$ cat src/design/modbus_rtu_slave_data_engine_assert.svh
// Assertion macros for the Modbus RTU slave data engine.
`ifndef MODBUS_RTU_SLAVE_DATA_ENGINE_ASSERT_SVH
`define MODBUS_RTU_SLAVE_DATA_ENGINE_ASSERT_SVH
`ifndef NO_ASSERTIONS
`define MRSDE_ASSERT(lbl, prop) \
  lbl: assert property (@(posedge clk_i) disable iff (!rst_ni) prop) \
    else $error("mrsde assertion failed");
`define MRSDE_ASSERT_ALWAYS(lbl, prop) \
  lbl: assert property (@(posedge clk_i) prop) \
    else $error("mrsde assertion failed");
`else
`define MRSDE_ASSERT(lbl, prop)
`define MRSDE_ASSERT_ALWAYS(lbl, prop)
`endif
`endif

$ cat src/design/mrsde_pkg.sv
package mrsde_pkg;

  localparam int COIL_DEPTH      = 256;
  localparam int REG_DEPTH       = 256;
  localparam int MAX_REPLY_BYTES = 64;
  localparam int COIL_AW         = $clog2(COIL_DEPTH);
  localparam int REG_AW          = $clog2(REG_DEPTH);
  localparam int MAX_COIL_QTY    = (MAX_REPLY_BYTES - 5) * 8;
  localparam int MAX_REG_QTY     = (MAX_REPLY_BYTES - 5) / 2;
  localparam int QDEPTH          = 4;
  localparam int QAW             = $clog2(QDEPTH);

  localparam logic OP_HEADER = 1'b0;
  localparam logic OP_DATA   = 1'b1;

  localparam logic [7:0] FC_READ_COILS       = 8'd1;
  localparam logic [7:0] FC_READ_INPUTS      = 8'd2;
  localparam logic [7:0] FC_READ_HOLDING     = 8'd3;
  localparam logic [7:0] FC_READ_INPUT_REGS  = 8'd4;
  localparam logic [7:0] FC_WRITE_COIL       = 8'd5;
  localparam logic [7:0] FC_WRITE_REG        = 8'd6;
  localparam logic [7:0] FC_WRITE_COILS      = 8'd15;
  localparam logic [7:0] FC_WRITE_REGS       = 8'd16;
  localparam logic [7:0] FC_READ_WRITE_REGS  = 8'd23;
  localparam logic [7:0] FC_NONE             = 8'd0;

  typedef enum logic [2:0] {
    CMD_COIL_WR  = 3'd0,
    CMD_REG_WR   = 3'd1,
    CMD_ECHO     = 3'd2,
    CMD_RD_BITS  = 3'd3,
    CMD_RD_WORDS = 3'd4
  } cmd_kind_e;

  typedef struct packed {
    cmd_kind_e   kind;
    logic [7:0]  fc;
    logic [15:0] addr;
    logic [15:0] qty;
    logic [15:0] data;
    logic [3:0]  nbits;
  } cmd_t;

  function automatic logic [15:0] crc16_byte(input logic [15:0] crc, input logic [7:0] b);
    logic [15:0] c;
    c = crc ^ {8'h00, b};
    for (int i = 0; i < 8; i++) begin
      c = c[0] ? ((c >> 1) ^ 16'hA001) : (c >> 1);
    end
    return c;
  endfunction

endpackage

$ cat src/design/mrsde_queue.sv
`include "modbus_rtu_slave_data_engine_assert.svh"

module mrsde_queue (
  input  logic            clk_i,
  input  logic            rst_ni,
  input  logic            push_i,
  input  mrsde_pkg::cmd_t cmd_i,
  output logic            full_o,
  input  logic            pop_i,
  output mrsde_pkg::cmd_t cmd_o,
  output logic            empty_o
);
  import mrsde_pkg::*;

  cmd_t           mem_q [QDEPTH];
  logic [QAW-1:0] wr_q, wr_d, rd_q, rd_d;
  logic [QAW:0]   cnt_q, cnt_d;

  assign full_o  = (cnt_q == QDEPTH[QAW:0]);
  assign empty_o = (cnt_q == '0);
  assign cmd_o   = mem_q[rd_q];

  always_comb begin
    wr_d  = push_i ? wr_q + 1'b1 : wr_q;
    rd_d  = pop_i ? rd_q + 1'b1 : rd_q;
    cnt_d = cnt_q + {{QAW{1'b0}}, push_i} - {{QAW{1'b0}}, pop_i};
  end

  always_ff @(posedge clk_i or negedge rst_ni) begin
    if (!rst_ni) begin
      wr_q  <= '0;
      rd_q  <= '0;
      cnt_q <= '0;
    end else begin
      wr_q  <= wr_d;
      rd_q  <= rd_d;
      cnt_q <= cnt_d;
    end
  end

  always_ff @(posedge clk_i) begin
    if (push_i) begin
      mem_q[wr_q] <= cmd_i;
    end
  end

  `MRSDE_ASSERT(a_no_overflow, push_i |-> !full_o)
  `MRSDE_ASSERT(a_no_underflow, pop_i |-> !empty_o)
  `MRSDE_ASSERT(a_count_up, (push_i && !pop_i) |=> (cnt_q == $past(cnt_q) + 1'b1))
  `MRSDE_ASSERT_ALWAYS(a_count_range, !rst_ni || (cnt_q <= QDEPTH[QAW:0]))

endmodule

$ cat config.mk
export PLATFORM = sky130hd
export DESIGN_NAME = mrsde_queue
export DESIGN_NICKNAME = d
export VERILOG_FILES = /design/src/design/mrsde_pkg.sv /design/src/design/mrsde_queue.sv
export VERILOG_INCLUDE_DIRS = /design/src /design/src/design
export SDC_FILE = /design/constraint.sdc
export NUM_CORES = 1
export LEC_CHECK = 0
export BUFFER_PORTS_ARGS = -buffer_cell sky130_fd_sc_hd__buf_2
export CAP_MARGIN = 0
export CORE_ASPECT_RATIO = 1.75
export CORE_UTILIZATION = 61
export DETAILED_ROUTE_END_ITERATION = 10
export PLACE_DENSITY = 0.93
export SLEW_MARGIN = 20
export SYNTH_ARGS = -nofsm -noshare
export SYNTH_HDL_FRONTEND = slang
export SYNTH_SLANG_ARGS = --single-unit
$ cat constraint.sdc
create_clock -name clk_i -period 4.2 [get_ports clk_i]
set_input_delay 0.84 -clock clk_i [delete_from_list [all_inputs] [get_ports clk_i]]
set_output_delay 0.84 -clock clk_i [all_outputs]
set_load 0.1 [all_outputs]
=== Word-level counts from Yosys, hierarchy flattened ===
Memories as Yosys holds them, arrays and structs flattened.
Index checks and enable logic that the tools add are counted.

* Add/sub/neg operators: 4
* Equal/unequal tests: 1
* Mux-type cells: 2
* Reductions and logical operators: 1

{| class="wikitable"
|+ Operators with widths
! operator !! number
|-
| $add 2x1->2 const B || 2
|-
| $add 3x1->3 || 1
|-
| $eq 3x3->1 const B || 1
|-
| $logic_not 3->1 || 1
|-
| $sub 3x1->3 || 1
|-
| $mux 1 || 2
|}

* Register bits after elaboration: 7
* Bits in writable memories: 252
* Output and inout bits: 65
* Memories: 1

{| class="wikitable"
|+ Memory list
! name !! depth !! bits a word !! read ports !! clocked after Yosys merged registers in !! write ports !! line !! RTL
|-
| mem_q || 4 || 63 || 1 || 0 || 1 || mrsde_queue.sv:15 || <nowiki>cmd_t mem_q [QDEPTH];</nowiki>
|}

=== Longest topological paths before layout ===
Gate-level depths: netlist of the first run.

* Word-level depth: 2
* Mapped depth: 6
* Gate-level depth less buffers: 6

=== Least setup slack after synthesis of the first run ===
Ideal clock, no wire load.

* Path kind: register to output
* Start: reg cnt_q[1]
* End: out empty_o
* Data arrival time: 2.464 ns
* Required time: 3.360 ns
* Setup slack: 0.896 ns
* Stages on the path, launching flop included: 2
* Path buffers: 0
* Cell sequence: dfrtp_1 > nor3_1

* Cells in the longest elaborated chain, start to end: 1

{| class="wikitable"
|+ RTL lines
! element !! line !! RTL
|-
| start, declared || mrsde_queue.sv:17 || <nowiki>logic [QAW:0] cnt_q, cnt_d;</nowiki>
|-
| start signal, assigned || mrsde_queue.sv:37 || <nowiki>cnt_q <= cnt_d;</nowiki>
|-
| $logic_not 3->1 || mrsde_queue.sv:20 || <nowiki>assign empty_o = (cnt_q == '0);</nowiki>
|-
| end, declared || mrsde_queue.sv:11 || <nowiki>output logic empty_o</nowiki>
|}

Every way passes these cells.

==> flow_summary.ini, run 1 <==
[outcome]
outcome = completed

[global_routing]
grt_pass1_wl_microns = 25100
grt_use_total_pct = 21.8
grt_overflow = 0
grt_pass1_vias = 4455
antenna_found_initial = 4
grt_max_degree = 64

[critical_path]
endpoint_kind = primary output
path_class = reg2out
r2r-end = mem_q[0][41]
r2r_cells = 3
cpMaxStageDelayCell = dfrtp_4
r2r_slack_ns = 2.32
cpPeakStageDelay_ns = 0.73
arrival_ns = 2.60
path_cells = buf_4 -> mux4_2 -> buf_2
required_ns = 3.36
r2r_start = wr_q[0]
start_kind = register
cp_max_fo = 23

[detailed_routing]
drtAntennaViolNets = 0
wire_per_inst_microns = 23.2
num_vias = 4113
drc = 0
drtPass1Iterations = 4
drt_wl_total_microns = 16500
vias_per_cell = 5.78
initialDrtViolationCount = 244

[layout]
fillers = 885
fin_nets = 581
final_layout_size_suffix_gt1_share_pct = 44.9
mostFrequentLayoutCells = 252 x edfxtp_1, 131 x buf_2, 63 x mux4_2, 21 x clkbuf_16
multiInputGateArea_sq_um = 1620
layout.area.seq_sq_um = 7750
layout_commonest_cell = edfxtp_1
area_delta_synth_final_pct = 16.3

[placement]
portBuffers = 131
gp_congestion = 0.738
dp.final_hpwl_microns = 10300

[sta]
tns_ns = 0
max_freq_mhz = 291
slew_headroom_pct = 36.5
finClkSkew_ns = 0.00892
rsz0062_at_grt = false
worst_slew_pin_slew_ns = 0.952
finalSetupViolCount = 0
slew_violations = 0
period_needed_ns = 3.44
finalHoldViolations = 0
period_share_pct = 81.9

[logic_synthesis]
syn_area_sq_um = 9480
synthesis.nets = 437
avgSynthCellArea_sq_um = 26.1
synth_top_area_share_pct = 79.8
yosys.cell_types.count = 16
yosys_register_bits = 259
syn_inst = 363
yosys.area.top_type = edfxtp_1
synth_warnings = 0
ys_top_cells_by_area = edfxtp_1 80%, mux4_2 15%, dfrtp_1 1.8%
yosysSeqAreaShare_pct = 81.7

[clock_network]
cts_sinks = 259
cts_made_buffers = 21
root_buffer = clkbuf_16
post-cts-setup-buffer-count = 0
clockBufferDepth = 3
cts.htree.levels = 1
clk_pin_slew_ns = 0.07
clk_latency_ns = 0.49
cts_tree = yes
holdBufCountCts = 0
cts_resized = 0

[hold_path]
hold_class = in2async

[floorplanning]
core_sq_um = 15300
die_w_microns = 96.2
num_io_pins = 132
die-area_sq_um = 16100
die_h_microns = 167
num_rows = 60
start_util_pct = 61.9

[run]
cap_violations = 0
state kept, by name, indices dropped and copies added, names as in the netlist:
name and count:
cnt_q 3, mem_q 252, rd_q 2, wr_q 2
layer usage:
metal  track usage (%)  vias to the layer above  routed length [microns]
li1                  -                     1839                        -
met1              27.1                     2119                     5870
met2              37.4                      116                     9420
met3              2.65                       39                      614
met4              10.3                        0                      612
met5                 0                        -                        0
synthesized netlist by cell type:
cell type	instances
buf_6	6
nor3_1	1
and3_1	1
xnor2_1	2
nand2_1	2
inv_1	6
edfxtp_1	252
ha_1	6
buf_4	1
fa_1	1
buf_2	7
mux4_2	63
xor2_1	3
o21ai_0	1
dfrtp_1	7
and2_1	4
worst max-delay path by stage:
stage	depth (start not counted)	slack (ns)	start	endpoint
finish	3	0.76	rd_q[0]	cmd_o[11]
floorplan	1	0.90	cnt_q[1]	empty_o
CTS	3	0.74	rd_q[0]	cmd_o[12]
detailed placement	3	1.27	rd_q[0]	cmd_o[12]
global route	3	0.62	rd_q[0]	cmd_o[11]
global placement	3	1.31	rd_q[0]	cmd_o[12]
critical path: cells and delay by family (launching register included):
family | cells | cell delay [ns]
muxes | 1 | 0.59
buffers and inverters | 2 | 0.75
DFF | 1 | 0.73
final cells by class:
class | instances | share of cell area, %
clock buffer | 23 | 4.83
antenna | 5 | 0.113
clock inverter | 14 | 1.52
multi-input combinational | 84 | 14.7
sequential | 259 | 70.2
tap | 186 | 2.11
timing repair buffer | 135 | 6.33
inverter | 6 | 0.204
stage by stage:
stage / std cells / utilization (%) / worst slack, ns / area (sq um) / hold WS, ns
6_report: 712 / 72.0 / 0.760 / 11000 / 0.176
5_1_grt: 711 / 72.0 / 0.620 / 11000 / 0.173
4_1_cts: 707 / 71.9 / 0.740 / 11000 / 0.168
3_5_place_dp: 670 / 67.4 / 1.27 / 10300 / 0.519
3_3_place_gp: 670 / 67.4 / 1.31 / 10300 / 0.505
2_1_floorplan: 363 / - / 0.896 / 9480 / 0.491
kinds of logic after synthesis:
kind of cell,share of synthesized area [%]
flip-flops,81.7
multiplexers,15.0
buffers and inverters,1.40
AND/OR/NAND/NOR,0.462
adder cells (fa/ha/maj),1.00
XOR/XNOR,0.462
AO/OA/AOI/OAI,0.0527
Power of run 1 is left out: the tool's default activity adds up to more than one toggle a clock period on the data nets, which glitch-free logic cannot reach.
==> run 2, diff against run 1 <==
--- a/config.mk
+++ b/config.mk
@@ -9,9 +9,9 @@
 export BUFFER_PORTS_ARGS = -buffer_cell sky130_fd_sc_hd__buf_2
 export CAP_MARGIN = 0
 export CORE_ASPECT_RATIO = 1.75
-export CORE_UTILIZATION = 61
+export CORE_UTILIZATION = 57
 export DETAILED_ROUTE_END_ITERATION = 10
-export PLACE_DENSITY = 0.93
+export PLACE_DENSITY = 0.88
 export SLEW_MARGIN = 20
 export SYNTH_ARGS = -nofsm -noshare
 export SYNTH_HDL_FRONTEND = slang
==> constraint.sdc (replaced) <==
create_clock -name clk_i -period 3.2 [get_ports clk_i]
set_input_delay 0.64 -clock clk_i [delete_from_list [all_inputs] [get_ports clk_i]]
set_output_delay 0.64 -clock clk_i [all_outputs]
set_load 0.1 [all_outputs]
==> run 2 against run 1 <==
First-iteration DRC count fell by 15%. Worst setup slack lost 0.30 ns. Hold slack improved by 0.19 ns. Sequential share of layout area shrank 0.36 points. Register-to-register slack worse by 0.99 ns. Core utilization shrank 4.3 points. Non-clock buffer count up 1. Die area rose by 6.9%. Largest cell class unchanged.
==> flow_summary.ini, run 2 (synthesized netlist as in run 1, its figures left out) <==
[hold_path]
hold_class = in2reg

[sta]
worst_slew_pin_slew_ns = 0.959
max_freq_mhz = 364
slew_headroom_pct = 36.1
period_needed_ns = 2.74
finalHoldViolations = 0
finClkSkew_ns = 0.0126
slew_violations = 0
finalSetupViolCount = 0
tns_ns = 0
rsz0062_at_grt = false
period_share_pct = 85.8

[layout]
reg.largest.list = mem_q x252, cnt_q x3
layout_commonest_cell = edfxtp_1
layout.area.seq_sq_um = 7750
final_layout_size_suffix_gt1_share_pct = 44.6
multiInputGateArea_sq_um = 1620
regMostFlops = mem_q
mostFrequentLayoutCells = 252 x edfxtp_1, 131 x buf_2, 63 x mux4_2, 21 x clkbuf_16
fillers = 1003
fin_nets = 582
area_delta_synth_final_pct = 16.9
largest_reg_flops = 252

[placement]
dp.final_hpwl_microns = 9440
gp_congestion = 0.706
portBuffers = 131

[critical_path]
path_buf_inv = 2
path_cells = buf_12 -> mux4_2 -> buf_2
cp_top_family = buffers and inverters
required_ns = 2.56
cpPeakStageDelay_ns = 0.58
start_kind = register
arrival_ns = 2.10
cpMaxStageDelayCell = mux4_2
path_class = reg2out
endpoint_kind = primary output
cp_max_fo = 36

[floorplanning]
die_h_microns = 173
num_rows = 62
die-area_sq_um = 17200
num_io_pins = 132
start_util_pct = 57.9
die_w_microns = 99.5
core_sq_um = 16400

[clock_network]
cts_resized = 0
cts_tree = yes
cts_sinks = 259
clk_latency_ns = 0.49
cts_made_buffers = 21
cts.htree.levels = 1
post-cts-setup-buffer-count = 0
clockBufferDepth = 3
clk_pin_slew_ns = 0.07
root_buffer = clkbuf_16

[outcome]
outcome = completed

[detailed_routing]
initialDrtViolationCount = 208
drt_wl_total_microns = 15700
vias_per_cell = 5.52
drtAntennaViolNets = 0
num_vias = 4137
wire_per_inst_microns = 20.9
drtPass1Iterations = 5
drc = 0

[global_routing]
grt_overflow = 0
antenna_found_initial = 3
grt_use_total_pct = 19.0
grt_pass1_wl_microns = 24300
grt_max_degree = 64
grt_pass1_vias = 4572

[run]
cap_violations = 0
==> run 2: cell types whose count changed in the layout (fill, tap and decap cells not counted), moves of 2 or more <==
cell | previous run | this run
clkbuf_8 | 0 | 2
clkbuf_1 | 2 | 6
clkinv_2 | 4 | 2
clkinv_1 | 5 | 2
diode_2 | 5 | 3
==> run 2: worst reg2reg max path, stage by stage, from the launching register on <==
cell and delay, ns:
dfrtp_1 0.43, inv_1 0.11, ha_1 0.15, and2_4 0.76
==> run 2: final cells by class <==
type                    instances  share of cell area, %
diodes                          3                 0.0677
clock buffers                  29                   5.19
clock inverters                 8                   1.05
inverters                       6                  0.203
multi-input cells              84                   14.6
flip-flops and latches        259                   69.9
well taps                     224                   2.53
repair buffers                136                   6.50
==> run 2: worst paths after layout <==
path,start,to,slack (ns),cells after the start
max,rd_q[0],cmd_o[5],0.46,3
min,cmd_i[59],mem_q[1][59],0.36,1
max reg2reg,wr_q[0],mem_q[2][27],1.33,3
min reg2reg,wr_q[0],wr_q[0],0.55,1
max in group asynchronous,rst_ni,rd_q[0],2.50,2
min in group asynchronous,rst_ni,wr_q[1],0.52,2
==> run 2: timing repair <==
item	4_1_cts	5_1_grt
hold buffers	1	0
endpoints found under the hold margin	7	0
setup endpoints to repair	0	0
==> run 2: metrics by stage <==
| step | hold slack [ns] | instances | worst slack (ns) | area [sq um] | utilization (%) |
|---|---|---|---|---|---|
| after detailed placement | 0.482 | 708 | 0.900 | 10400 | 63.4 |
| after global routing | 0.352 | 747 | 0.376 | 11100 | 67.7 |
| after CTS | 0.350 | 746 | 0.389 | 11100 | 67.7 |
| final | 0.362 | 749 | 0.456 | 11100 | 67.7 |
| after floorplan | 0.344 | 363 | 0.0964 | 9480 | - |
| after global placement | 0.477 | 708 | 0.916 | 10400 | 63.4 |
==> run 2: metal layers <==
layer	wire, microns	up-vias	GRT usage (%)
li1	-	1841	-
met1	5530	2140	22.4
met2	8970	126	34.3
met3	767	28	3.64
met4	398	2	7.05
met5	8	-	0
Power of run 2 is left out for the same reason.
