File: src/design/modbus_rtu_slave_data_engine_assert.svh
// Assertion macros for the Modbus RTU slave data engine.
`ifndef MODBUS_RTU_SLAVE_DATA_ENGINE_ASSERT_SVH
`define MODBUS_RTU_SLAVE_DATA_ENGINE_ASSERT_SVH
`ifndef NO_ASSERTIONS
`define MRSDE_ASSERT(lbl, prop) \
  lbl: assert property (@(posedge clk_i) disable iff (!rst_ni) prop) \
    else $error("mrsde assertion failed");
`define MRSDE_ASSERT_ALWAYS(lbl, prop) \
  lbl: assert property (@(posedge clk_i) prop) \
    else $error("mrsde assertion failed");
`else
`define MRSDE_ASSERT(lbl, prop)
`define MRSDE_ASSERT_ALWAYS(lbl, prop)
`endif
`endif

File: src/design/mrsde_pkg.sv
package mrsde_pkg;

  localparam int COIL_DEPTH      = 256;
  localparam int REG_DEPTH       = 256;
  localparam int MAX_REPLY_BYTES = 64;
  localparam int COIL_AW         = $clog2(COIL_DEPTH);
  localparam int REG_AW          = $clog2(REG_DEPTH);
  localparam int MAX_COIL_QTY    = (MAX_REPLY_BYTES - 5) * 8;
  localparam int MAX_REG_QTY     = (MAX_REPLY_BYTES - 5) / 2;
  localparam int QDEPTH          = 4;
  localparam int QAW             = $clog2(QDEPTH);

  localparam logic OP_HEADER = 1'b0;
  localparam logic OP_DATA   = 1'b1;

  localparam logic [7:0] FC_READ_COILS       = 8'd1;
  localparam logic [7:0] FC_READ_INPUTS      = 8'd2;
  localparam logic [7:0] FC_READ_HOLDING     = 8'd3;
  localparam logic [7:0] FC_READ_INPUT_REGS  = 8'd4;
  localparam logic [7:0] FC_WRITE_COIL       = 8'd5;
  localparam logic [7:0] FC_WRITE_REG        = 8'd6;
  localparam logic [7:0] FC_WRITE_COILS      = 8'd15;
  localparam logic [7:0] FC_WRITE_REGS       = 8'd16;
  localparam logic [7:0] FC_READ_WRITE_REGS  = 8'd23;
  localparam logic [7:0] FC_NONE             = 8'd0;

  typedef enum logic [2:0] {
    CMD_COIL_WR  = 3'd0,
    CMD_REG_WR   = 3'd1,
    CMD_ECHO     = 3'd2,
    CMD_RD_BITS  = 3'd3,
    CMD_RD_WORDS = 3'd4
  } cmd_kind_e;

  typedef struct packed {
    cmd_kind_e   kind;
    logic [7:0]  fc;
    logic [15:0] addr;
    logic [15:0] qty;
    logic [15:0] data;
    logic [3:0]  nbits;
  } cmd_t;

  function automatic logic [15:0] crc16_byte(input logic [15:0] crc, input logic [7:0] b);
    logic [15:0] c;
    c = crc ^ {8'h00, b};
    for (int i = 0; i < 8; i++) begin
      c = c[0] ? ((c >> 1) ^ 16'hA001) : (c >> 1);
    end
    return c;
  endfunction

endpackage

File: src/design/mrsde_front.sv
module mrsde_front (
  input  logic              clk_i,
  input  logic              rst_ni,
  input  logic              in_valid_i,
  output logic              in_stall_o,
  input  logic              operation_i,
  input  logic [7:0]        function_code_i,
  input  logic [15:0]       start_address_i,
  input  logic [15:0]       quantity_i,
  input  logic [15:0]       write_start_address_i,
  input  logic [15:0]       write_quantity_i,
  input  logic [7:0]        byte_count_i,
  input  logic [7:0]        data_byte_i,
  input  logic              data_last_i,
  output logic              cmd_valid_o,
  output mrsde_pkg::cmd_t   cmd_o,
  input  logic              cmd_full_i
);
  import mrsde_pkg::*;

  function automatic cmd_t mk_cmd(input cmd_kind_e kind, input logic [7:0] fc,
                                  input logic [15:0] addr, input logic [15:0] qty,
                                  input logic [15:0] data, input logic [3:0] nbits);
    cmd_t c;
    c.kind  = kind;
    c.fc    = fc;
    c.addr  = addr;
    c.qty   = qty;
    c.data  = data;
    c.nbits = nbits;
    return c;
  endfunction

  function automatic logic [15:0] clamp_bits(input logic [15:0] q);
    return (q > 16'(MAX_COIL_QTY)) ? 16'(MAX_COIL_QTY) : q;
  endfunction

  function automatic logic [15:0] clamp_words(input logic [15:0] q);
    return (q > 16'(MAX_REG_QTY)) ? 16'(MAX_REG_QTY) : q;
  endfunction

  function automatic cmd_t reply_of(input logic [7:0] fc, input logic [15:0] a,
                                    input logic [15:0] q);
    cmd_t c;
    if (fc == FC_READ_WRITE_REGS) begin
      c = mk_cmd(CMD_RD_WORDS, fc, a, clamp_words(q), 16'd0, 4'd0);
    end else begin
      c = mk_cmd(CMD_ECHO, fc, a, q, 16'd0, 4'd0);
    end
    return c;
  endfunction

  cmd_t        a_q, a_d, b_q, b_d;
  logic        a_v_q, a_v_d, b_v_q, b_v_d;
  logic [7:0]  pf_q, pf_d;
  logic [15:0] ps_q, ps_d, pq_q, pq_d, pws_q, pws_d, pwq_q, pwq_d;
  logic [7:0]  pbc_q, pbc_d, di_q, di_d, hbl_q, hbl_d;
  logic [15:0] iw_q, iw_d;
  logic [15:0] rem, base, lim;
  logic [3:0]  nb;
  logic        accept, push;

  assign in_stall_o  = a_v_q | b_v_q;
  assign accept      = in_valid_i & ~in_stall_o;
  assign cmd_valid_o = a_v_q | b_v_q;
  assign cmd_o       = a_v_q ? a_q : b_q;
  assign push        = cmd_valid_o & ~cmd_full_i;

  always_comb begin
    a_d   = a_q;
    b_d   = b_q;
    a_v_d = a_v_q;
    b_v_d = b_v_q;
    pf_d  = pf_q;
    ps_d  = ps_q;
    pq_d  = pq_q;
    pws_d = pws_q;
    pwq_d = pwq_q;
    pbc_d = pbc_q;
    di_d  = di_q;
    iw_d  = iw_q;
    hbl_d = hbl_q;
    rem   = pq_q - iw_q;
    nb    = (rem >= 16'd8) ? 4'd8 : rem[3:0];
    base  = (pf_q == FC_READ_WRITE_REGS) ? pws_q : ps_q;
    lim   = (pf_q == FC_READ_WRITE_REGS) ? pwq_q : pq_q;
    if (push) begin
      if (a_v_q) begin
        a_v_d = 1'b0;
      end else begin
        b_v_d = 1'b0;
      end
    end
    if (accept) begin
      if (operation_i == OP_HEADER) begin
        pf_d  = FC_NONE;
        ps_d  = start_address_i;
        pq_d  = quantity_i;
        pws_d = write_start_address_i;
        pwq_d = write_quantity_i;
        pbc_d = byte_count_i;
        di_d  = 8'd0;
        iw_d  = 16'd0;
        hbl_d = 8'd0;
        unique case (function_code_i)
          FC_READ_COILS, FC_READ_INPUTS: begin
            b_v_d = 1'b1;
            b_d   = mk_cmd(CMD_RD_BITS, function_code_i, start_address_i,
                           clamp_bits(quantity_i), 16'd0, 4'd0);
          end
          FC_READ_HOLDING, FC_READ_INPUT_REGS: begin
            b_v_d = 1'b1;
            b_d   = mk_cmd(CMD_RD_WORDS, function_code_i, start_address_i,
                           clamp_words(quantity_i), 16'd0, 4'd0);
          end
          FC_WRITE_COIL: begin
            a_v_d = 1'b1;
            a_d   = mk_cmd(CMD_COIL_WR, function_code_i, start_address_i, quantity_i,
                           {15'd0, quantity_i != 16'd0}, 4'd1);
            b_v_d = 1'b1;
            b_d   = mk_cmd(CMD_ECHO, function_code_i, start_address_i, quantity_i,
                           16'd0, 4'd0);
          end
          FC_WRITE_REG: begin
            a_v_d = 1'b1;
            a_d   = mk_cmd(CMD_REG_WR, function_code_i, start_address_i, quantity_i,
                           quantity_i, 4'd0);
            b_v_d = 1'b1;
            b_d   = mk_cmd(CMD_ECHO, function_code_i, start_address_i, quantity_i,
                           16'd0, 4'd0);
          end
          FC_WRITE_COILS, FC_WRITE_REGS, FC_READ_WRITE_REGS: begin
            pf_d = function_code_i;
            if (byte_count_i == 8'd0) begin
              pf_d  = FC_NONE;
              b_v_d = 1'b1;
              b_d   = reply_of(function_code_i, start_address_i, quantity_i);
            end
          end
          default: begin
          end
        endcase
      end else if (pf_q != FC_NONE) begin
        if (pf_q == FC_WRITE_COILS) begin
          if (iw_q < pq_q) begin
            a_v_d = 1'b1;
            a_d   = mk_cmd(CMD_COIL_WR, pf_q, ps_q + iw_q, pq_q, {8'd0, data_byte_i}, nb);
            iw_d  = iw_q + {12'd0, nb};
          end
        end else begin
          if (!di_q[0]) begin
            hbl_d = data_byte_i;
          end else if (iw_q < lim) begin
            a_v_d = 1'b1;
            a_d   = mk_cmd(CMD_REG_WR, pf_q, base + iw_q, lim, {hbl_q, data_byte_i}, 4'd0);
            iw_d  = iw_q + 16'd1;
          end
        end
        if (data_last_i || ({1'b0, di_q} + 9'd1 >= {1'b0, pbc_q})) begin
          pf_d  = FC_NONE;
          b_v_d = 1'b1;
          b_d   = reply_of(pf_q, ps_q, pq_q);
        end else begin
          di_d = di_q + 8'd1;
        end
      end
    end
  end

  always_ff @(posedge clk_i or negedge rst_ni) begin
    if (!rst_ni) begin
      a_v_q <= 1'b0;
      b_v_q <= 1'b0;
      pf_q  <= FC_NONE;
      ps_q  <= '0;
      pq_q  <= '0;
      pws_q <= '0;
      pwq_q <= '0;
      pbc_q <= '0;
      di_q  <= '0;
      iw_q  <= '0;
      hbl_q <= '0;
    end else begin
      a_v_q <= a_v_d;
      b_v_q <= b_v_d;
      pf_q  <= pf_d;
      ps_q  <= ps_d;
      pq_q  <= pq_d;
      pws_q <= pws_d;
      pwq_q <= pwq_d;
      pbc_q <= pbc_d;
      di_q  <= di_d;
      iw_q  <= iw_d;
      hbl_q <= hbl_d;
    end
  end

  always_ff @(posedge clk_i) begin
    a_q <= a_d;
    b_q <= b_d;
  end

endmodule

File: config.mk
export PLATFORM = sky130hd
export DESIGN_NAME = mrsde_front
export DESIGN_NICKNAME = d
export VERILOG_FILES = /design/src/design/modbus_rtu_slave_data_engine_assert.svh /design/src/design/mrsde_pkg.sv /design/src/design/mrsde_front.sv
export SDC_FILE = /design/constraint.sdc
export NUM_CORES = 1
export LEC_CHECK = 0
export BUFFER_PORTS_ARGS = -buffer_cell sky130_fd_sc_hd__buf_2
export CORE_UTILIZATION = 61
export CTS_CLUSTER_SIZE = 40
export DETAILED_ROUTE_END_ITERATION = 8
export HOLD_SLACK_MARGIN = 0.02
export PLACE_DENSITY_LB_ADDON = 0.25
export SYNTH_ARGS = -nofsm -noshare
export SYNTH_HDL_FRONTEND = slang
export SYNTH_SLANG_ARGS = --single-unit
File: constraint.sdc
create_clock -name clk_i -period 18.3 [get_ports clk_i]
set_input_delay 3.66 -clock clk_i [delete_from_list [all_inputs] [get_ports clk_i]]
set_output_delay 3.66 -clock clk_i [all_outputs]
set_load 0.05 [all_outputs]
# == Word-level counts from Yosys, hierarchy flattened ==
# Cells that the tools add are included.
# totals
ff_bits,240
# op_classes
n_bitwise,6
eq_ne,20
magnitude_cmp,7
add_sub_neg,7
reduce_logical,18
n_mux,56
# op_table
operator,n
$mux 63,13
$pmux 63 s4,1
$mux 16,11
$pmux 63 s2,1
$mux 8,12
$add 16x16->16,2
$gt 16x5->1 const B,2
$lt 16x16->1,2
$eq 8x3->1 const B,3
$eq 8x5->1 const B,3
$add 16x1->16 const B,1
$add 16x4->16,1
$eq 8x2->1 const B,2
$eq 8x4->1 const B,2
$ge 16x4->1 const B,1
$gt 16x9->1 const B,1
$mux 1,16
$reduce_bool 16->1,1
$sub 16x16->16,1
$reduce_and 5->1,2
$add 8x1->9 const B,1
$ge 9x8->1,1
$add 8x1->8 const B,1
$eq 8x1->1 const B,1
other kinds (22),32

# == Logic depth before layout (Yosys ltp) ==
# Gate-level depths: netlist of run 1.
# logic_depth
word_depth,9
mapped_depth,20

# == Worst setup path before layout of run 1 ==
# Ideal clock, no wire load.
# synth_path
path_kind,input to register
start,in function_code_i[4]
end,"reg b_q[20] (netlist bit), enable pin"
path_slack_ps,9947
cell_stages,8
t_arrival_ps,7843
setup_ps,510
n_path_buf,1
cell_sequence,clkbuf_1 nand2b_1 o21a_1 o221ai_1 nand2b_1 a21oi_1 nor2_1 a211oi_1
# synth_between
elab_chain_len,4
elab_cells_between_ends,16
# synth_rtl
element,line,rtl
from (decl),mrsde_front.sv:7,"input logic [7:0] function_code_i,"
$eq 8x5->1 (tied with other cells),mrsde_front.sv:105,unique case (function_code_i)
$reduce_or 3->1 (tied with other cells),mrsde_front.sv:105,
$ne 3x3->1 (no source line) / $reduce_bool 5->1 (equally long branches),-,
$reduce_and 5->1 (no source line) (*),-,
to (signal assigned),mrsde_front.sv:200,b_q <= b_d;
to (decl),mrsde_front.sv:53,"cmd_t a_q, a_d, b_q, b_d;"
# Every way passes the cells marked *; elsewhere a longest branch is shown, timed or not.
# A chain may end at the register's enable or synchronous reset.

# == Final worst setup path of run 1 ==
# layout_path
start,in operation_i
end,"reg a_q[22] (netlist bit), enable pin"
# layout_between
elab_chain_len,2
elab_cells_between_ends,6
# layout_rtl
element,line,rtl
from (decl),mrsde_front.sv:6,"input logic operation_i,"
$ne 3x2->1 (no source line) (tied with other cells),-,
$reduce_and 6->1 (no source line) (*),-,
to (signal assigned),mrsde_front.sv:199,a_q <= a_d;
to (decl),mrsde_front.sv:53,
# Marks and branches as above.

==> results of run 1 <==
-- sequential cells by signal (all words and copies together) (netlist names) --
signal,flops
a_q,61
b_q,43
iw_q,16
pq_q,16
ps_q,16
pwq_q,16
pws_q,16
di_q,8
hbl_q,8
pbc_q,8
pf_q,8
a_v_q,1
b_v_q,1
-- how the worst min path moves through the flow --
stage,from,to,slack (ns),depth (start not counted)
after floorplan,hbl_q[4]$_DFFE_PN0P_,hbl_q[4]$_DFFE_PN0P_,0.45,2
after global placement,hbl_q[6]$_DFFE_PN0P_,hbl_q[6]$_DFFE_PN0P_,0.46,2
after detailed placement,hbl_q[3]$_DFFE_PN0P_,hbl_q[3]$_DFFE_PN0P_,0.47,2
after CTS,hbl_q[2]$_DFFE_PN0P_,hbl_q[2]$_DFFE_PN0P_,0.48,2
after global routing,pws_q[11]$_DFFE_PN0P_,pws_q[11]$_DFFE_PN0P_,0.52,1
final,hbl_q[2]$_DFFE_PN0P_,hbl_q[2]$_DFFE_PN0P_,0.48,2
-- power breakdown --
part	switching [mW]	internal [mW]
Combinational	0.323	0.227
Clock	0.191	0.289
Sequential	0.0711	0.606
-- metal layers --
metal,track usage (%),vias up
met2,49.9,457
met4,11.0,0
met1,43.7,4591
li1,-,4427
met3,5.90,89
met5,0,-
-- layout by cell type (no fill, tap or decap), types with 15 or more instances in the layout --
cell type and instances:
a21o_1 22, a21oi_1 55, a22o_1 15, and2_1 30
buf_2 156, clkbuf_16 23, dfrtp_1 113, edfxtp_1 104
ha_1 59, inv_1 40, mux2_2 134, mux2i_1 20
nand2_1 132, nor2_1 73, nor3_1 18, nor4_1 16
o21ai_0 65, xnor2_1 26, xor2_1 17
-- final cells by class --
cell class | count | share of cell area (%)
timing repair buffer | 170 | 6.27
sequential | 218 | 42.3
inverter | 40 | 1.06
clock inverter | 10 | 0.948
clock buffer | 31 | 4.57
multi-input combinational | 830 | 42.5
tap | 265 | 2.35
-- kinds of logic (layout without fill, tap and decap cells) --
kind of cell | after synthesis | after routing | synth area share [%]
compound gates | 220 | 220 | 11.4
xor+xnor | 43 | 43 | 3.07
fa+ha+maj | 62 | 62 | 6.50
buf+inv | 89 | 251 | 2.83
flops | 218 | 218 | 48.7
mux | 154 | 154 | 13.9
simple gates | 351 | 351 | 13.7
-- critical path: stages --
cell	delay (ns)
buf_4	0.26
inv_1	0.19
nand3_4	0.07
buf_4	0.37
a211oi_1	0.39
a211oi_2	0.11
buf_4	0.22
nor2_4	0.45
buf_4	0.63
-- per-stage QoR --
step           utilization [%]  setup WS [ns]  cell area [um^2]
2_1_floorplan                -           9.95             12300
3_3_place_gp              68.1          11.53             13300
3_5_place_dp              68.1          11.45             13300
4_1_cts                   72.1          11.96             14100
5_1_grt                   72.1          11.85             14100
6_report                  72.1          12.02             14100
==> flow_summary.toml, run 1 <==
[run_status]
outcome = "finished, final reports clean"

[pwr]
p_per_area_nw_per_um2 = 121
leakage_nw = 6.04
vdd_drop_max_mv = 0.0799
fin_total_pwr_mw = 1.71

[critical_path]
startpoint = "operation_i"
cp-start-kind = "input port"
critPathMaxFanout = 67
rrSetupSlack_ns = 13.18
cp-end-kind = "register"
crit_end = "a_q[22]$_DFFE_PP_"
worstReg2RegStart = "pf_q[7]$_DFFE_PN0P_"
worstSetupPathType = "input port to register"
worstReg2RegEnd = "a_q[22]$_DFFE_PP_"
r2r_cells = 13
required_ns = 18.44
arrival_ns = 6.42

[layout]
drive_above_1_share_pct = 27.6
seq_area_um2 = 5980
antenna_cells = 0
fin_cells = 1564
multi_input_area_um2 = 6000
nets = 1439
fillerInstances = 1433
area_growth_pct = 15.0

[yosys]
synthFlopType = "dfrtp_1"
synth_top_area_cell = "edfxtp_1"
syn_area_per_cell_um2 = 10.8
ys_warn_count = 0
synthTopCellsByCount = "mux2_2, nand2_1, dfrtp_1, edfxtp_1, nor2_1"
yosysMostFrequentCell = "mux2_2"
synth_edf_count = 104
syn_inst = 1137
ys_seq_area_share_pct = 48.7
synth-seq-cells = 218
synthDistinctLibCells = 62
syn_nets = 1293
synth_area_leaders = "edfxtp_1, dfrtp_1, mux2_2"
synthArstFlopShare_pct = 52.3
synth.top_cell.area_share_pct = 25.4
syn_area_um2 = 12300

[placed_design]
portBuffers = 158
hpwl_um = 22400
dp.cells = 1523
place_congestion = 0.953

[floorplan]
die_area_um2 = 20700
die_width_um = 144
rows = 51
start_util_pct = 62.7
dieHeight_um = 144
core_um2 = 19600
pin_count = 159

[timing]
skew_ns = 0.0130
rsz0062_at_grt = "no"
fmax_ghz = 0.159
min_period_ns = 6.28
worst_pin_slew_ns = 0.973
fin_crit_sh_pct = 34.3
hold_violations = 0
max_slew_margin_pct = 35.1
finalSetupTns_ns = 0
fin_hold_ws_ns = 0.481
finalSetupViolations = 0
final_max_slew_viol_count = 0

[clock_network]
clk_path_buf_depth = 3
post_cts_buffers = 0
cts_made_buffers = 23
cts.sinks = 218
cts_resized = 0
clkLatencyLatePin_ns = 0.51
hold_buffers = 0
cts_tree = "done"
cts.clk_slew.worst_paths_ns = 0.06
htree_levels = 1
cts_root_buffer = "clkbuf_16"

[drt]
top_layer_used = "met4"
vias_per_cell = 6.12
drc = 0
drt_iter0_drc = 788
wirelength_um = 31600
antenna_left = 0
met3_length_um = 2860
drt_pass1_iterations = 6
vias = 9564
wl_met2_um = 14500
met1_length_um = 13300
wl_per_cell_um = 20.2

[global_routing]
grt_usage_pct = 31.6
grt_max_degree = 76
antenna_found_initial = 0
grt_overflow_total = 0
grt_pass1_wl_um = 49500
grt_pass1_vias = 9293

[min_path]
hold_class = "register to register"

[run]
drv_cap = 0
Note: power is estimated with default switching activity, not from simulation.
==> inputs of run 2 (changes only) <==
--- a/config.mk
+++ b/config.mk
@@ -6,7 +6,7 @@
 export NUM_CORES = 1
 export LEC_CHECK = 0
 export BUFFER_PORTS_ARGS = -buffer_cell sky130_fd_sc_hd__buf_2
-export CORE_UTILIZATION = 61
+export CORE_UTILIZATION = 53
 export CTS_CLUSTER_SIZE = 40
 export DETAILED_ROUTE_END_ITERATION = 8
 export HOLD_SLACK_MARGIN = 0.02
==> constraint.sdc (replaced) <==
create_clock -name clk_i -period 5.3 [get_ports clk_i]
set_input_delay 1.06 -clock clk_i [delete_from_list [all_inputs] [get_ports clk_i]]
set_output_delay 1.06 -clock clk_i [all_outputs]
set_load 0.05 [all_outputs]
==> run 2 against run 1 <==
Against the previous run:
- first-iteration DRC count fell by 12%
- combinational power grew to 3.5 times the previous value
- design area grew 0.87%
- die area rose by 15%
- global-route usage is 4.1 points lower
- clock skew up 0.0083 ns
- sequential cell count stayed put
- largest power group unchanged
- final cell count grew 1.8%
- register-to-register slack got worse by 13 ns
- sequential power increased to 3.4 times the previous value
==> flow_summary.toml, run 2 (synthesis results as in run 1) <==
[run_status]
outcome = "finished, final reports clean"

[drt]
drt_iter0_drc = 696
vias = 9362
wirelength_um = 32300
drc = 0
wl_per_cell_um = 20.3
antenna_left = 0
drt_pass1_iterations = 5
vias_per_cell = 5.88

[placed_design]
place_congestion = 0.932
hpwl_um = 23100
portBuffers = 158

[timing]
finalSetupTns_ns = 0
worst_pin_slew_ns = 1.07
finalSetupViolations = 0
hold_violations = 0
fmax_ghz = 0.210
fin_crit_sh_pct = 89.8
final_max_slew_viol_count = 0
max_slew_margin_pct = 28.1
min_period_ns = 4.76
skew_ns = 0.0213
rsz0062_at_grt = "no"

[layout]
drive_above_1_share_pct = 28.0
antenna_cells = 0
nets = 1445
final_common_cell = "buf_2"
fin_util_pct = 62.7
reg_top3 = "a_q: 61 flops, b_q: 43 flops"
largest_reg_flops = 61
mostFrequentLayoutCells = "buf_2, mux2_2, nand2_1, dfrtp_1, edfxtp_1"
regMostFlops = "a_q"
area_growth_pct = 16.0

[clock_network]
cts.sinks = 218
cts.clk_slew.worst_paths_ns = 0.07
post_cts_buffers = 0
clk_path_buf_depth = 3
cts_made_buffers = 24
htree_levels = 1
cts_root_buffer = "clkbuf_16"
clkLatencyLatePin_ns = 0.53
cts_resized = 0
cts_tree = "done"
hold_buffers = 0

[floorplan]
core_um2 = 22700
dieHeight_um = 154
pin_count = 159
start_util_pct = 54.1
die_width_um = 154
die_area_um2 = 23800
rows = 55

[global_routing]
antenna_found_initial = 0
grt_pass1_vias = 9102
grt_usage_pct = 27.5
grt_max_degree = 67
grt_overflow_total = 0
grt_pass1_wl_um = 50300

[critical_path]
r2r_cells = 20
cp-end-kind = "register"
required_ns = 5.69
rrSetupSlack_ns = 0.54
worstReg2RegEnd = "iw_q[15]$_DFFE_PN0P_"
critPathMaxFanout = 6
worstReg2RegStart = "pq_q[0]$_DFFE_PN0P_"
worstSetupPathType = "register to register"
arrival_ns = 5.15
cp-start-kind = "register"

[pwr]
leakage_nw = 6.09
p_per_area_nw_per_um2 = 419
vdd_drop_max_mv = 0.271

[min_path]
hold_class = "input port to async pin"

[run]
drv_cap = 0
run 2: metrics by stage:
stage          instance area [um^2]  std cells  hold WS, ns  power [mW]  setup WS, ns
2_1_floorplan                 12300       1137        0.450        3.70        0.0993
3_3_place_gp                  13400       1548        0.466        4.24         0.809
3_5_place_dp                  13400       1548        0.476        4.27         0.635
4_1_cts                       14200       1592        0.378        5.98         0.602
5_1_grt                       14200       1592        0.394        6.30         0.110
6_report                      14200       1592        0.391        5.97         0.541
run 2: how the worst max path moves through the flow:
stage                   startpoint                    to  slack, ns  cells after the start
2_1_floorplan  pf_q[7]$_DFFE_PN0P_      a_q[0]$_DFFE_PP_        0.1                     13
3_3_place_gp   iw_q[0]$_DFFE_PN0P_  iw_q[15]$_DFFE_PN0P_       0.81                     18
3_5_place_dp   iw_q[0]$_DFFE_PN0P_  iw_q[15]$_DFFE_PN0P_       0.63                     19
4_1_cts        pq_q[0]$_DFFE_PN0P_  iw_q[15]$_DFFE_PN0P_       0.60                     20
5_1_grt        pq_q[0]$_DFFE_PN0P_  iw_q[11]$_DFFE_PN0P_       0.11                     20
6_report       pq_q[0]$_DFFE_PN0P_  iw_q[15]$_DFFE_PN0P_       0.54                     20
run 2: cell type report:
cell class	instances	area (um^2)
clock buffers	27	612
clock inverters	17	189
fillers	1876	8460
inverters	40	150
multi-input cells	830	6000
flip-flops and latches	218	5980
well taps	285	357
repair buffers	175	961
run 2: routing by layer:
| metal | global-route usage (%) | wire [um] | up-vias |
|---|---|---|---|
| met1 | 39.7 | 15000 | 4551 |
| met4 | 8.33 | 876 | 0 |
| met2 | 42.5 | 14400 | 312 |
| li1 | - | - | 4440 |
| met3 | 4.48 | 1990 | 59 |
| met5 | 0 | 0 | - |
run 2: power breakdown:
| part | leakage (nW) | internal, mW | switching [mW] | total [mW] |
|---|---|---|---|---|
| Clock | 0.390 | 0.988 | 0.710 | 1.70 |
| Sequential | 2.39 | 2.09 | 0.239 | 2.33 |
| Combinational | 3.32 | 0.793 | 1.15 | 1.94 |
run 2: worst max-delay path, stage by stage (launching register included):
cell and delay (ns):
dfrtp_1 0.39, inv_1 0.11, ha_1 0.18, inv_1 0.06, fa_1 0.42, a211oi_1 0.34, o21bai_1 0.15, nor3b_1 0.22
mux2i_1 0.11, o22a_1 0.21, nor3_1 0.23, nand3_1 0.24, nor3_1 0.36, ha_1 0.30, a21o_1 0.15, a21oi_1 0.23
inv_1 0.06, a21oi_1 0.49, nor4b_1 0.15, xnor2_1 0.16, nor2_1 0.05
==> inputs of run 3 (changes only) <==
--- a/config.mk
+++ b/config.mk
@@ -11,6 +11,7 @@
 export DETAILED_ROUTE_END_ITERATION = 8
 export HOLD_SLACK_MARGIN = 0.02
 export PLACE_DENSITY_LB_ADDON = 0.25
+export RECOVER_POWER = 50
 export SYNTH_ARGS = -nofsm -noshare
 export SYNTH_HDL_FRONTEND = slang
 export SYNTH_SLANG_ARGS = --single-unit
==> constraint.sdc (replaced) <==
create_clock -name clk_i -period 4.37 [get_ports clk_i]
set_input_delay 0.874 -clock clk_i [delete_from_list [all_inputs] [get_ports clk_i]]
set_output_delay 0.874 -clock clk_i [all_outputs]
set_load 0.05 [all_outputs]
==> run 3 against run 2 <==
Against the previous run:
- the run now ends with max-capacitance violations, max-slew violations left
- combinational power rose by 27%
- clock skew down 0.013 ns
- utilization increased by 1.5 points
- register-to-register slack got worse by 0.34 ns
- non-clock buffer count up 30
- die area is the same
- setup slack got worse by 0.34 ns
- sequential power increased by 20%
- wire length is 1.8% higher
- total power grew 26%
- final cell count is 1.9% higher
- critical path type unchanged
- critical endpoint is now a_q[39]$_DFFE_PP_
- largest power group unchanged
==> flow_summary.toml, run 3 (synthesis results as in run 1) <==
[run_status]
outcome = "complete, but fails checks"
violations = "max-capacitance violations, max-slew violations"

[floorplan]
rows = 55
die_width_um = 154
start_util_pct = 54.1
dieHeight_um = 154
die_area_um2 = 23800
core_um2 = 22700
pin_count = 159

[pwr]
clock_power_share_pct = 30.3
swShare_pct = 33.6
p_sw_mw = 2.54
p_per_area_nw_per_um2 = 517
fin_total_pwr_mw = 7.54
vdd_drop_max_mv = 0.338
leakage_nw = 6.28
pwr-share-comb_pct = 32.6
intPower_mw = 5.00
seqPwrFrac_pct = 37.1

[clock_network]
cts.sinks = 218
cts_made_buffers = 24
hold_buffers = 0
clk_path_buf_depth = 3
cts.clk_slew.worst_paths_ns = 0.06
clkLatencyLatePin_ns = 0.51
cts_tree = "done"
cts_root_buffer = "clkbuf_16"
htree_levels = 1

[drt]
vias = 9566
wirelength_um = 32800
wl_per_cell_um = 20.2
drt_pass1_iterations = 6
drc = 0
vias_per_cell = 5.90
antenna_left = 0
drt_iter0_drc = 649

[timing]
fin_crit_sh_pct = 95.4
worst_pin_slew_ns = 2.86
min_period_ns = 4.17
max_slew_margin_pct = -91.0
skew_ns = 0.00815
finalSetupViolations = 0
final_max_slew_viol_count = 194
hold_violations = 0
fmax_ghz = 0.240

[global_routing]
grt_usage_pct = 28.2
grt_pass1_vias = 9509
antenna_found_initial = 0
grt_overflow_total = 0
grt_max_degree = 80
grt_pass1_wl_um = 52000

[critical_path]
worstReg2RegEnd = "a_q[39]$_DFFE_PP_"
worstReg2RegStart = "pf_q[7]$_DFFE_PN0P_"
required_ns = 4.57
arrival_ns = 4.37
cp-start-kind = "register"
worstSetupPathType = "register to register"
rrSetupSlack_ns = 0.20
r2r_cells = 13
cp-end-kind = "register"
critPathMaxFanout = 35

[layout]
antenna_cells = 0
fin_cells = 1622
nets = 1475
fillerInstances = 1842
multi_input_area_um2 = 6060
seq_area_um2 = 5980
area_growth_pct = 18.8
final_common_cell = "buf_2"
reg_top3 = "a_q: 61 flops, b_q: 43 flops"
mostFrequentLayoutCells = "buf_2, nand2_1, mux2_2, dfrtp_1, edfxtp_1"
regMostFlops = "a_q"
largest_reg_flops = 61
drive_above_1_share_pct = 29.9

[placed_design]
portBuffers = 158
hpwl_um = 23800
dp.cells = 1578
place_congestion = 0.878

[min_path]
hold_class = "register to register"
min_to = "hbl_q[5]$_DFFE_PN0P_"
min_path_cells = 2
worstHoldStart = "hbl_q[5]$_DFFE_PN0P_"

[run]
drv_cap = 3
[run 3: area by class of cell]
class	count	area share, %
repair buffers	205	7.86
well taps	285	2.44
clock inverters	15	1.59
flip-flops and latches	218	41.0
multi-input cells	830	41.5
inverters	40	1.03
clock buffers	29	4.60
[run 3: worst max-delay path, stage by stage (launching register included)]
cell      delay [ns]
dfrtp_1         0.41
nor4_1          0.26
and3_2          0.29
buf_4           0.32
mux2i_1         0.50
ha_1            0.34
a21o_1          0.17
a21o_1          0.18
a221oi_1        0.41
o221a_2         0.28
a211oi_2        0.04
buf_4           0.22
nor2_4          0.16
buf_12          0.24
[run 3: power by group through the flow]
stage	clock network (mW)	registers (mW)	logic, mW
5_1_grt	2.37	2.83	2.71
3_5_place_dp	0	2.83	2.41
6_report	2.28	2.80	2.46
2_1_floorplan	0	2.73	1.76
3_3_place_gp	0	2.81	2.39
4_1_cts	2.31	2.79	2.43
[run 3: per-layer routing]
metal / routed length, um / part of all wire (%) / GRT usage (%)
met4: 702 / 2.1 / 7.81
met2: 15700 / 48 / 47.2
met5: 0 / 0 / 0
met1: 14800 / 45 / 39.3
met3: 1690 / 5.1 / 2.89
[run 3: what timing repair did]
action | in CTS | in global routing
gates resized for setup | 0 | 17
setup endpoints to repair | 0 | 14
endpoints found under the hold margin | 0 | 0
setup buffers | 0 | 0
[run 3: worst max-delay path by stage]
stage,start,endpoint,slack [ns],depth (start not counted)
CTS,pq_q[0]$_DFFE_PN0P_,iw_q[12]$_DFFE_PN0P_,0.05,20
detailed placement,pq_q[0]$_DFFE_PN0P_,iw_q[12]$_DFFE_PN0P_,0.1,20
floorplan,pf_q[7]$_DFFE_PN0P_,a_q[0]$_DFFE_PP_,0.08,13
finish,pf_q[7]$_DFFE_PN0P_,a_q[39]$_DFFE_PP_,0.20,13
global placement,pf_q[7]$_DFFE_PN0P_,a_q[50]$_DFFE_PP_,0.20,13
global route,pq_q[0]$_DFFE_PN0P_,iw_q[11]$_DFFE_PN0P_,-0.009,20
[run 3: stage by stage]
| stage | hold slack [ns] | TNS (ns) | cell area (um^2) | setup WS [ns] | utilization, % |
|---|---|---|---|---|---|
| final | 0.482 | 0 | 14600 | 0.201 | 64.3 |
| after global routing | 0.518 | -0.0317 | 14600 | -0.00923 | 64.3 |
| after CTS | 0.407 | 0 | 14600 | 0.0488 | 64.1 |
| after detailed placement | 0.471 | 0 | 13700 | 0.0954 | 60.1 |
| after global placement | 0.464 | 0 | 13700 | 0.197 | 60.1 |
| after floorplan | 0.450 | 0 | 12300 | 0.0809 | - |
